==> src/hw/rtl/itod_pkg.sv <==
`timescale 1ns / 1ps
// ----------------------------------------------------------------------------
// itod_pkg: shared types and constants
// Constants and the command/status words between the top level and the
// BCD converter of the integer to decimal text block.
// ----------------------------------------------------------------------------
package itod_pkg;

    // default operand width
    localparam int VALUE_WIDTH_DEF = 32;

    // BCD digit width
    localparam int DIGIT_W = 4;

    // ASCII codes
    localparam logic [7:0] ASCII_ZERO  = 8'h30;
    localparam logic [7:0] ASCII_NINE  = 8'h39;
    localparam logic [7:0] ASCII_MINUS = 8'h2D;

    // command word to the converter
    typedef struct packed {
        logic start;      // load magnitude, clear digits, begin conversion
        logic shift_dig;  // drop the leading digit
    } dab_cmd_t;

    // status word from the converter
    typedef struct packed {
        logic               busy;
        logic [DIGIT_W-1:0] top_digit;
    } dab_stat_t;

endpackage

==> src/hw/rtl/itod_dabble.sv <==
`timescale 1ns / 1ps
// ----------------------------------------------------------------------------
// itod_dabble: bit-serial binary to BCD converter
// Shift-and-add-3 conversion, one magnitude bit per cycle. The digit
// register then shifts out one digit at a time, leading digit first.
// ----------------------------------------------------------------------------
module itod_dabble #(
    parameter int VALUE_WIDTH = itod_pkg::VALUE_WIDTH_DEF,
    parameter int NUM_DIGITS  = 10
) (
    input  logic                    clk,
    input  logic                    rst_n,
    input  itod_pkg::dab_cmd_t      cmd,
    input  logic [VALUE_WIDTH-1:0]  mag,
    output itod_pkg::dab_stat_t     stat
);

    localparam int BCD_W = NUM_DIGITS * itod_pkg::DIGIT_W;
    localparam int CNT_W = $clog2(VALUE_WIDTH + 1);

    logic [VALUE_WIDTH-1:0] bin_reg, bin_next;
    logic [BCD_W-1:0]       bcd_reg, bcd_next;
    logic [CNT_W-1:0]       cnt_reg, cnt_next;
    logic [BCD_W-1:0]       bcd_adj;

    // add 3 to every digit of 5 or more before the shift
    always_comb
    begin
        for (int i = 0; i < NUM_DIGITS; i++)
        begin
            if (bcd_reg[i*4 +: 4] >= 4'd5)
                bcd_adj[i*4 +: 4] = bcd_reg[i*4 +: 4] + 4'd3;
            else
                bcd_adj[i*4 +: 4] = bcd_reg[i*4 +: 4];
        end
    end

    // next state
    always_comb
    begin
        bin_next = bin_reg;
        bcd_next = bcd_reg;
        cnt_next = cnt_reg;
        if (cmd.start)
        begin
            bin_next = mag;
            bcd_next = '0;
            cnt_next = CNT_W'(VALUE_WIDTH);
        end
        else if (cnt_reg != '0)
        begin
            bcd_next = {bcd_adj[BCD_W-2:0], bin_reg[VALUE_WIDTH-1]};
            bin_next = {bin_reg[VALUE_WIDTH-2:0], 1'b0};
            cnt_next = cnt_reg - 1'b1;
        end
        else if (cmd.shift_dig)
        begin
            bcd_next = {bcd_reg[BCD_W-itod_pkg::DIGIT_W-1:0], {itod_pkg::DIGIT_W{1'b0}}};
        end
    end

    // control count under reset; data words need none
    always_ff @(posedge clk or negedge rst_n)
    begin
        if (!rst_n)
            cnt_reg <= '0;
        else
            cnt_reg <= cnt_next;
    end

    always_ff @(posedge clk)
    begin
        bin_reg <= bin_next;
        bcd_reg <= bcd_next;
    end

    assign stat.busy      = (cnt_reg != '0);
    assign stat.top_digit = bcd_reg[BCD_W-1 -: itod_pkg::DIGIT_W];

endmodule

==> src/hw/rtl/int_to_decimal_ascii.sv <==
`timescale 1ns / 1ps
// Operation: the word is loaded and converted by bit-serial BCD conversion
//   (the shift-add-3 register), leading zero digits are skipped one by one,
//   then one character per cycle leaves on the output register, unless stalled.
// A new word is taken only after the last character of the previous word
//   has entered the output register.
// Reset: asynchronous, active low; signed_mode returns to 1, output empty.
// ----------------------------------------------------------------------------
// int_to_decimal_ascii: integer to decimal ASCII text
// Converts one word to its decimal text, leading digit first, one
// character per output word, with last on the final character.
// ----------------------------------------------------------------------------
module int_to_decimal_ascii #(
    parameter int VALUE_WIDTH = itod_pkg::VALUE_WIDTH_DEF
) (
    input  logic                   clk,
    input  logic                   rst_n,
    // configuration
    input  logic                   cfg_we,
    input  logic                   cfg_wdata,
    // input channel
    input  logic                   in_valid,
    output logic                   in_ready,
    input  logic [VALUE_WIDTH-1:0] value,
    // output channel
    output logic                   out_valid,
    input  logic                   out_ready,
    output logic [7:0]             char_out,
    output logic                   last
);

    // decimal digits of the largest unsigned value: floor(W*log10(2))+1
    localparam int NUM_DIGITS = ((VALUE_WIDTH * 1233) >> 12) + 1;
    localparam int DCNT_W     = $clog2(NUM_DIGITS + 1);

    typedef enum logic [2:0] {
        ST_IDLE,
        ST_CONV,
        ST_SKIP,
        ST_SIGN,
        ST_DIGITS
    } state_t;

    state_t              state_reg, state_next;
    logic                signed_mode_reg, signed_mode_next;
    logic                neg_reg, neg_next;
    logic [DCNT_W-1:0]   dcnt_reg, dcnt_next;
    logic                out_valid_reg, out_valid_next;
    logic [7:0]          char_reg, char_next;
    logic                last_reg, last_next;

    logic                   in_neg;
    logic [VALUE_WIDTH-1:0] in_mag;
    logic                   slot_free;
    itod_pkg::dab_cmd_t     dab_cmd;
    itod_pkg::dab_stat_t    dab_stat;

    // sign and magnitude of the incoming word
    assign in_neg = signed_mode_reg & value[VALUE_WIDTH-1];
    assign in_mag = in_neg ? VALUE_WIDTH'(~value + 1'b1) : value;

    // output register can take a character
    assign slot_free = !out_valid_reg || out_ready;

    // control
    always_comb
    begin
        state_next       = state_reg;
        signed_mode_next = cfg_we ? cfg_wdata : signed_mode_reg;
        neg_next         = neg_reg;
        dcnt_next        = dcnt_reg;
        out_valid_next   = out_valid_reg && !out_ready;
        char_next        = char_reg;
        last_next        = last_reg;
        dab_cmd          = '0;

        unique case (state_reg)
            ST_IDLE:
            begin
                if (in_valid)
                begin
                    dab_cmd.start = 1'b1;
                    neg_next      = in_neg;
                    dcnt_next     = DCNT_W'(NUM_DIGITS);
                    state_next    = ST_CONV;
                end
            end
            ST_CONV:
            begin
                if (!dab_stat.busy)
                    state_next = ST_SKIP;
            end
            ST_SKIP:
            begin
                // drop leading zeros, keep at least one digit
                if (dab_stat.top_digit == '0 && dcnt_reg > DCNT_W'(1))
                begin
                    dab_cmd.shift_dig = 1'b1;
                    dcnt_next         = dcnt_reg - 1'b1;
                end
                else if (neg_reg)
                    state_next = ST_SIGN;
                else
                    state_next = ST_DIGITS;
            end
            ST_SIGN:
            begin
                if (slot_free)
                begin
                    out_valid_next = 1'b1;
                    char_next      = itod_pkg::ASCII_MINUS;
                    last_next      = 1'b0;
                    state_next     = ST_DIGITS;
                end
            end
            ST_DIGITS:
            begin
                if (slot_free)
                begin
                    out_valid_next    = 1'b1;
                    char_next         = itod_pkg::ASCII_ZERO + {4'd0, dab_stat.top_digit};
                    last_next         = (dcnt_reg == DCNT_W'(1));
                    dab_cmd.shift_dig = 1'b1;
                    dcnt_next         = dcnt_reg - 1'b1;
                    if (dcnt_reg == DCNT_W'(1))
                        state_next = ST_IDLE;
                end
            end
            default:
            begin
                state_next = ST_IDLE;
            end
        endcase
    end

    // state and registered outputs
    always_ff @(posedge clk or negedge rst_n)
    begin
        if (!rst_n)
        begin
            state_reg       <= ST_IDLE;
            signed_mode_reg <= 1'b1;
            neg_reg         <= 1'b0;
            dcnt_reg        <= '0;
            out_valid_reg   <= 1'b0;
            char_reg        <= '0;
            last_reg        <= 1'b0;
        end
        else
        begin
            state_reg       <= state_next;
            signed_mode_reg <= signed_mode_next;
            neg_reg         <= neg_next;
            dcnt_reg        <= dcnt_next;
            out_valid_reg   <= out_valid_next;
            char_reg        <= char_next;
            last_reg        <= last_next;
        end
    end

    // bit-serial BCD converter
    itod_dabble #(
        .VALUE_WIDTH (VALUE_WIDTH),
        .NUM_DIGITS  (NUM_DIGITS)
    ) u_dabble (
        .clk   (clk),
        .rst_n (rst_n),
        .cmd   (dab_cmd),
        .mag   (in_mag),
        .stat  (dab_stat)
    );

    assign in_ready  = (state_reg == ST_IDLE);
    assign out_valid = out_valid_reg;
    assign char_out  = char_reg;
    assign last      = last_reg;

`ifndef SYNTHESIS
    // only a minus sign or a decimal digit leaves the block
    assert property (@(posedge clk) disable iff (!rst_n)
        out_valid_reg |-> (char_reg == itod_pkg::ASCII_MINUS ||
                           (char_reg >= itod_pkg::ASCII_ZERO &&
                            char_reg <= itod_pkg::ASCII_NINE)))
        else $error("output character out of range");

    // a sign is always followed by digits
    assert property (@(posedge clk) disable iff (!rst_n)
        (out_valid_reg && char_reg == itod_pkg::ASCII_MINUS) |-> !last_reg)
        else $error("minus sign flagged last");

    // converter is idle whenever a new word may enter
    assert property (@(posedge clk) disable iff (!rst_n)
        (state_reg == ST_IDLE) |-> !dab_stat.busy)
        else $error("converter busy while idle");

    // digits remain to be sent while emitting
    assert property (@(posedge clk) disable iff (!rst_n)
        (state_reg == ST_DIGITS || state_reg == ST_SIGN) |-> (dcnt_reg != '0))
        else $error("digit count exhausted");

    // accepted word starts the converter on the next cycle
    assert property (@(posedge clk) disable iff (!rst_n)
        (in_valid && in_ready) |=> dab_stat.busy)
        else $error("conversion did not start");
`endif

endmodule
==> config.mk <==
export PLATFORM = sky130hd
export DESIGN_NAME = int_to_decimal_ascii
export DESIGN_NICKNAME = d
export VERILOG_FILES = /design/src/hw/rtl/itod_pkg.sv /design/src/hw/rtl/itod_dabble.sv /design/src/hw/rtl/int_to_decimal_ascii.sv
export SDC_FILE = /design/constraint.sdc
export NUM_CORES = 1
export LEC_CHECK = 0
export CORE_MARGIN = 4
export CORE_UTILIZATION = 64
export DETAILED_ROUTE_END_ITERATION = 12
export DONT_BUFFER_PORTS = 1
export GPL_TIMING_DRIVEN = 0
export PLACE_DENSITY = 0.8
export SLEW_MARGIN = 20
export SYNTH_ARGS = -nofsm -noshare
export SYNTH_HDL_FRONTEND = slang
export SYNTH_HIERARCHICAL = 1
export SYNTH_SLANG_ARGS = --single-unit
==> constraint.sdc <==
create_clock -name clk -period 3.3 [get_ports clk]
set_clock_uncertainty 0.15 [all_clocks]
set_input_delay 0.495 -clock clk [delete_from_list [all_inputs] [get_ports clk]]
set_output_delay 0.495 -clock clk [all_outputs]
set_load 0.01 [all_outputs]
---- Yosys cells after proc, flatten, opt, wreduce, memory -nomap -nowiden ----
Cells that the tools add are included.
cells by class
  $add $sub $neg .......................... 14
  $lt $le $gt $ge ......................... 11
  equal/unequal tests ..................... 12
  muxes and demuxes ....................... 42
  bitwise gates (word level) .............. 2
  reductions and logical operators ........ 17
operators by type and width
  kind                                                                count
  2-to-1 mux 32 bit                                                   3
  2-to-1 mux 40 bit                                                   2
  2-to-1 mux 4 bit                                                    12
  greater-or-equal comparator 4 x 3 -> 1 bit (second input constant)  10
  adder 4 x 2 -> 4 bit (second input constant)                        9
  adder 32 x 1 -> 32 bit (second input constant)                      1
  inverter 32 bit                                                     1
  2-to-1 mux 3 bit                                                    8
  2-to-1 mux 8 bit                                                    2
  case mux 8 bit (2 select lines)                                     1
  case mux 3 bit (5 select lines)                                     1
  inequality test 2 bit (second input constant)                       7
  2-to-1 mux 6 bit                                                    2
  case mux 4 bit (3 select lines)                                     1
  2-to-1 mux 1 bit                                                    8
  adder 6 x 4 -> 7 bit (first input constant)                         1
  equality test 3 x 2 -> 1 bit (second input constant)                2
  AND reduction 6 bit                                                 1
  nonzero test 2 bit                                                  3
  nonzero test 6 bit                                                  1
  subtractor 6 x 1 -> 6 bit (second input constant)                   1
  equality test 4 x 1 -> 1 bit (second input constant)                1
  greater-than comparator 4 x 1 -> 1 bit (second input constant)      1
  logical NOT 4 bit                                                   1
  15 further kinds                                                    18
storage, ports and cells
  register bits after elaboration ......... 97
  bits of input ports ..................... 38
  output and inout bits ................... 11
  word-level logic and storage cells ...... 108

---- Logic depth before layout (Yosys ltp) ----
  depth after elaboration ................. 6
  gate-level depth with buffers ........... 12
  gate-level depth less buffers ........... 9

---- By module ----
Netlist, hierarchy kept.
by module, submodules not included
  module                instances  cells an instance  area each (um^2)
  itod_dabble           1          393                4309.1
  int_to_decimal_ascii  1          195                1631.6

---- Worst setup path before layout ----
No wires, ideal clock.
  kind .................................... flip-flop to flip-flop
  start ................................... register state_reg[2]
  end ..................................... register u_dabble.bin_reg[0], enable pin
  setup time .............................. 0.394 ns
  arrival time ............................ 2.621 ns
  required time ........................... 2.756 ns
  path slack .............................. 0.135 ns
  stages on the path, launching flop included .. 8
  clock period less this slack ............ 3.165 ns
  cell sequence ........................... dfrtp_1 > clkbuf_1 > nor3_1 > nand2_1 > inv_1 > clkbuf_1 > clkbuf_1 > nand2b_1
RTL lines
  element                   line                         RTL
  start: declaration        int_to_decimal_ascii.sv:44   state_t state_reg, state_next;
  start signal: assignment  int_to_decimal_ascii.sv:151  state_reg <= state_next;
  end signal: assignment    itod_dabble.sv:73            bin_reg <= bin_next;
  end: declaration          itod_dabble.sv:21            logic [VALUE_WIDTH-1:0] bin_reg, bin_next;

==> metrics.md <==
| Metric | Value |
|---|---|
| First-pass GRT wire length | 21620 um |
| Row Count | 34 |
| Die footprint | 0.01089 sq mm |
| Initial Utilization | 66.82% |
| Crit. End Element | flop |
| Cells after Synth | 588 |
| Max Clock Freq | 0.3275 GHz |
| Slew Viols, Final | 0 |
| Fill cell count | 651 |
| Outcome | complete, no violations |
| Drt wl/cell | 18.24 um |
| Num CTS Buffers | 9 |
| Async SR Flop Fraction | 24.21% |
| Switching share of power | 38.97% |
| Final setup margin | 246.5 ps |
| Io pins | 49 |
| DRT antenna net count | 0 |
| Max H-tree Level | 3 |
| Setup-failing EPs final | 0 |
| Sw Pwr | 0.002227 W |
| Internal Dissipation | 0.003488 W |
| Largest net degree at the start of global routing | 33 |
| Number of remaining DRC errors | 0 |
| Cell mode on critical path | clkbuf_1 |
| Clock Path Buffers | 2 |
| Crit-path max cell delay | 450 ps |
| Max FFs per register | 40 |
| Num Clock Sinks | 95 |
| Routed WL | 13060 um |
| Synth cell types | 62 |
| Fin Hold WS | 144.7 ps |
| Worst ir drop on vdd | 0.3584 mV |
| Max-cap violations | 0 |
| Slew headroom | 36.62% |
| Count of input and output buffers | 0 |
| Global route overflow | 0 |
| Vias in the first global route | 4507 |
| Critical path type | flop to flop |
| Ant. Diodes | 0 |
| Root buf cell | clkbuf_8 |
| Core ar. | 0.008891 sq mm |
| Vias | 4565 |
| Max FO, Critical Path | 16 |
| All-Layer GR Usage | 23.96% |
| Avg Vias per Cell | 6.376 |
| Slowest cell on the critical path | nor3_1 |
| Worst-Margin Slew | 950.8 ps |
| Post-Syn Area | 0.005941 sq mm |
| Nets@finish | 666 |
| Top Family by Delay on Critical Path | buffers and inverters |
| CP Buf/Inv Count | 4 |
| Worst Path Required | 3180 ps |
| Ratio of cells with drive above 1 in the final layout | 15.46% |
| Crit path cell chain | clkbuf_1 -> nor3_1 -> nand2_1 -> inv_1 -> clkbuf_1 -> clkbuf_2 -> nand2b_4 |
| Comb power frac | 47.2% |
| Share of power burned in registers | 39.9% |
| Place WS | -281.6 ps |
| Critical path data arrival time | 2930 ps |
| Worst Setup Start Kind | flop |
| Endpoints failing hold | 0 |
| Period utilisation layout | 92.53% |
| Die span in y | 104.3 um |
| Worst skew pair latency | 350 ps |
| DP HPWL | 9272 um |
| PwrDens | 907.0 mW/mm^2 |
| Top_reg_cell synth | dfxtp_1 |
| RSZ-0062 raised after global routing | no |
| HP Class | primary input to flop |
| Leakage power | 2.468 nW |
| Number of synthesized register bits | 95 |
| Avg Inst Size Synth | 10.10 sq um |
| Chip width | 104.3 um |
| 1st-iter DRT viols | 348 |
| Sequential share of the synthesized area | 39.36% |
| Post-synth EDFFs | 32 |
| Routability Congestion | 0.8372 |
| Area growth syn-to-layout | 6.066% |
| Initial antenna violation count | 0 |
| Ys Warns | 6 |
| Clock power share | 12.9% |
| DRT Pass-1 Iters | 5 |
| CTS tree | built |
| Fin crit period | 3053 ps |
| Clock transition at path regs | 90 ps |
[kinds of logic (layout without fill, tap and decap cells)]
logic type	Yosys count	after routing	share of synthesized area [%]
compound gates	150	150	17.14
xor+xnor	40	40	5.897
fa+ha+maj	25	25	5.265
buf+inv	70	88	5.307
flops	95	95	39.36
mux	71	71	12.70
other cells	1	2	0.06312
simple gates	136	137	14.26
[power by group through the flow]
stage          clock network [W]  logic [W]  registers, W
3_5_place_dp                   0    0.00265       0.00229
5_1_grt                 0.000795    0.00300       0.00235
2_1_floorplan                  0    0.00218       0.00215
4_1_cts                 0.000747    0.00267       0.00227
6_report                0.000737    0.00270       0.00228
3_3_place_gp                   0    0.00251       0.00226
[cell usage in the layout, fill, tap and decap left out, types with 21 or more instances in the layout]
cell	count
mux2_2	35
nor2_1	21
ha_1	25
nand2_1	26
dfxtp_1	40
dfrtp_1	22
inv_1	31
a21oi_1	36
xnor2_1	24
mux2i_1	36
a211oi_1	47
edfxtp_1	32
[worst paths after layout]
path / from / to / slack [ps] / depth (start not counted)
worst min register to register: u_dabble/bin_reg[31] / u_dabble/bcd_reg[0] / 360 / 2
worst min-delay path: cfg_wdata / signed_mode_reg / 140 / 1
worst max-delay path: state_reg[2] / u_dabble/bin_reg[15] / 250 / 7
worst max register to register: state_reg[2] / u_dabble/bin_reg[15] / 250 / 7
min in group asynchronous: rst_n / state_reg[2] / 480 / 2
max in group asynchronous: rst_n / signed_mode_reg / 2150 / 2
[area by class of cell]
class                      count  area (sq um)  area share (%)
timing repair buffer           2         15.01          0.2383
buffer                        38         200.2           3.177
clock buffer                  11         131.4           2.085
clock inverter                 5         48.80          0.7744
tap                          108         135.1           2.145
inverter                      32         120.1           1.906
sequential                    95          2338           37.11
multi-input combinational    425          3312           52.56
[cell usage after synthesis (all sizes together) (22+ instances only)]
cell type	number	area [sq um]
a211oi	47	352.8
mux2	35	394.1
edfxtp	32	960.9
xnor2	24	210.2
dfrtp	22	550.5
nor2	22	85.09
o21ai	24	120.1
inv	32	120.1
mux2i	36	360.4
dfxtp	40	800.8
a21oi	36	180.2
nand2	26	97.59
ha	25	312.8
[metal layers]
layer	GRT usage, %	up-vias	share of wire [%]
met5	0	-	0
met4	8.642	0	1.4
met3	3.849	17	6.3
met2	38.75	154	47
met1	32.52	2216	45
li1	-	2178	-
[per-stage QoR]
stage	setup TNS, ps	cell area (sq um)	util [%]	power [W]	cells
final	0	6301	70.87	0.005715	716
after global routing	0	6301	70.87	0.006148	716
after CTS	0	6279	70.62	0.005689	714
after detailed placement	-8972	6082	68.41	0.004934	697
after global placement	-20550	6080	68.38	0.004768	697
after floorplan	0	5944	-	0.004334	589
[what timing repair did]
action	4_1_cts	5_1_grt
gates resized for setup	2	7
hold buffers	1	1
cloned	0	1
setup buffers	0	0
pin swaps	0	0
hold endpoints to repair	23	15
setup endpoints to repair	32	67
Power figures use the tool's default switching activity.
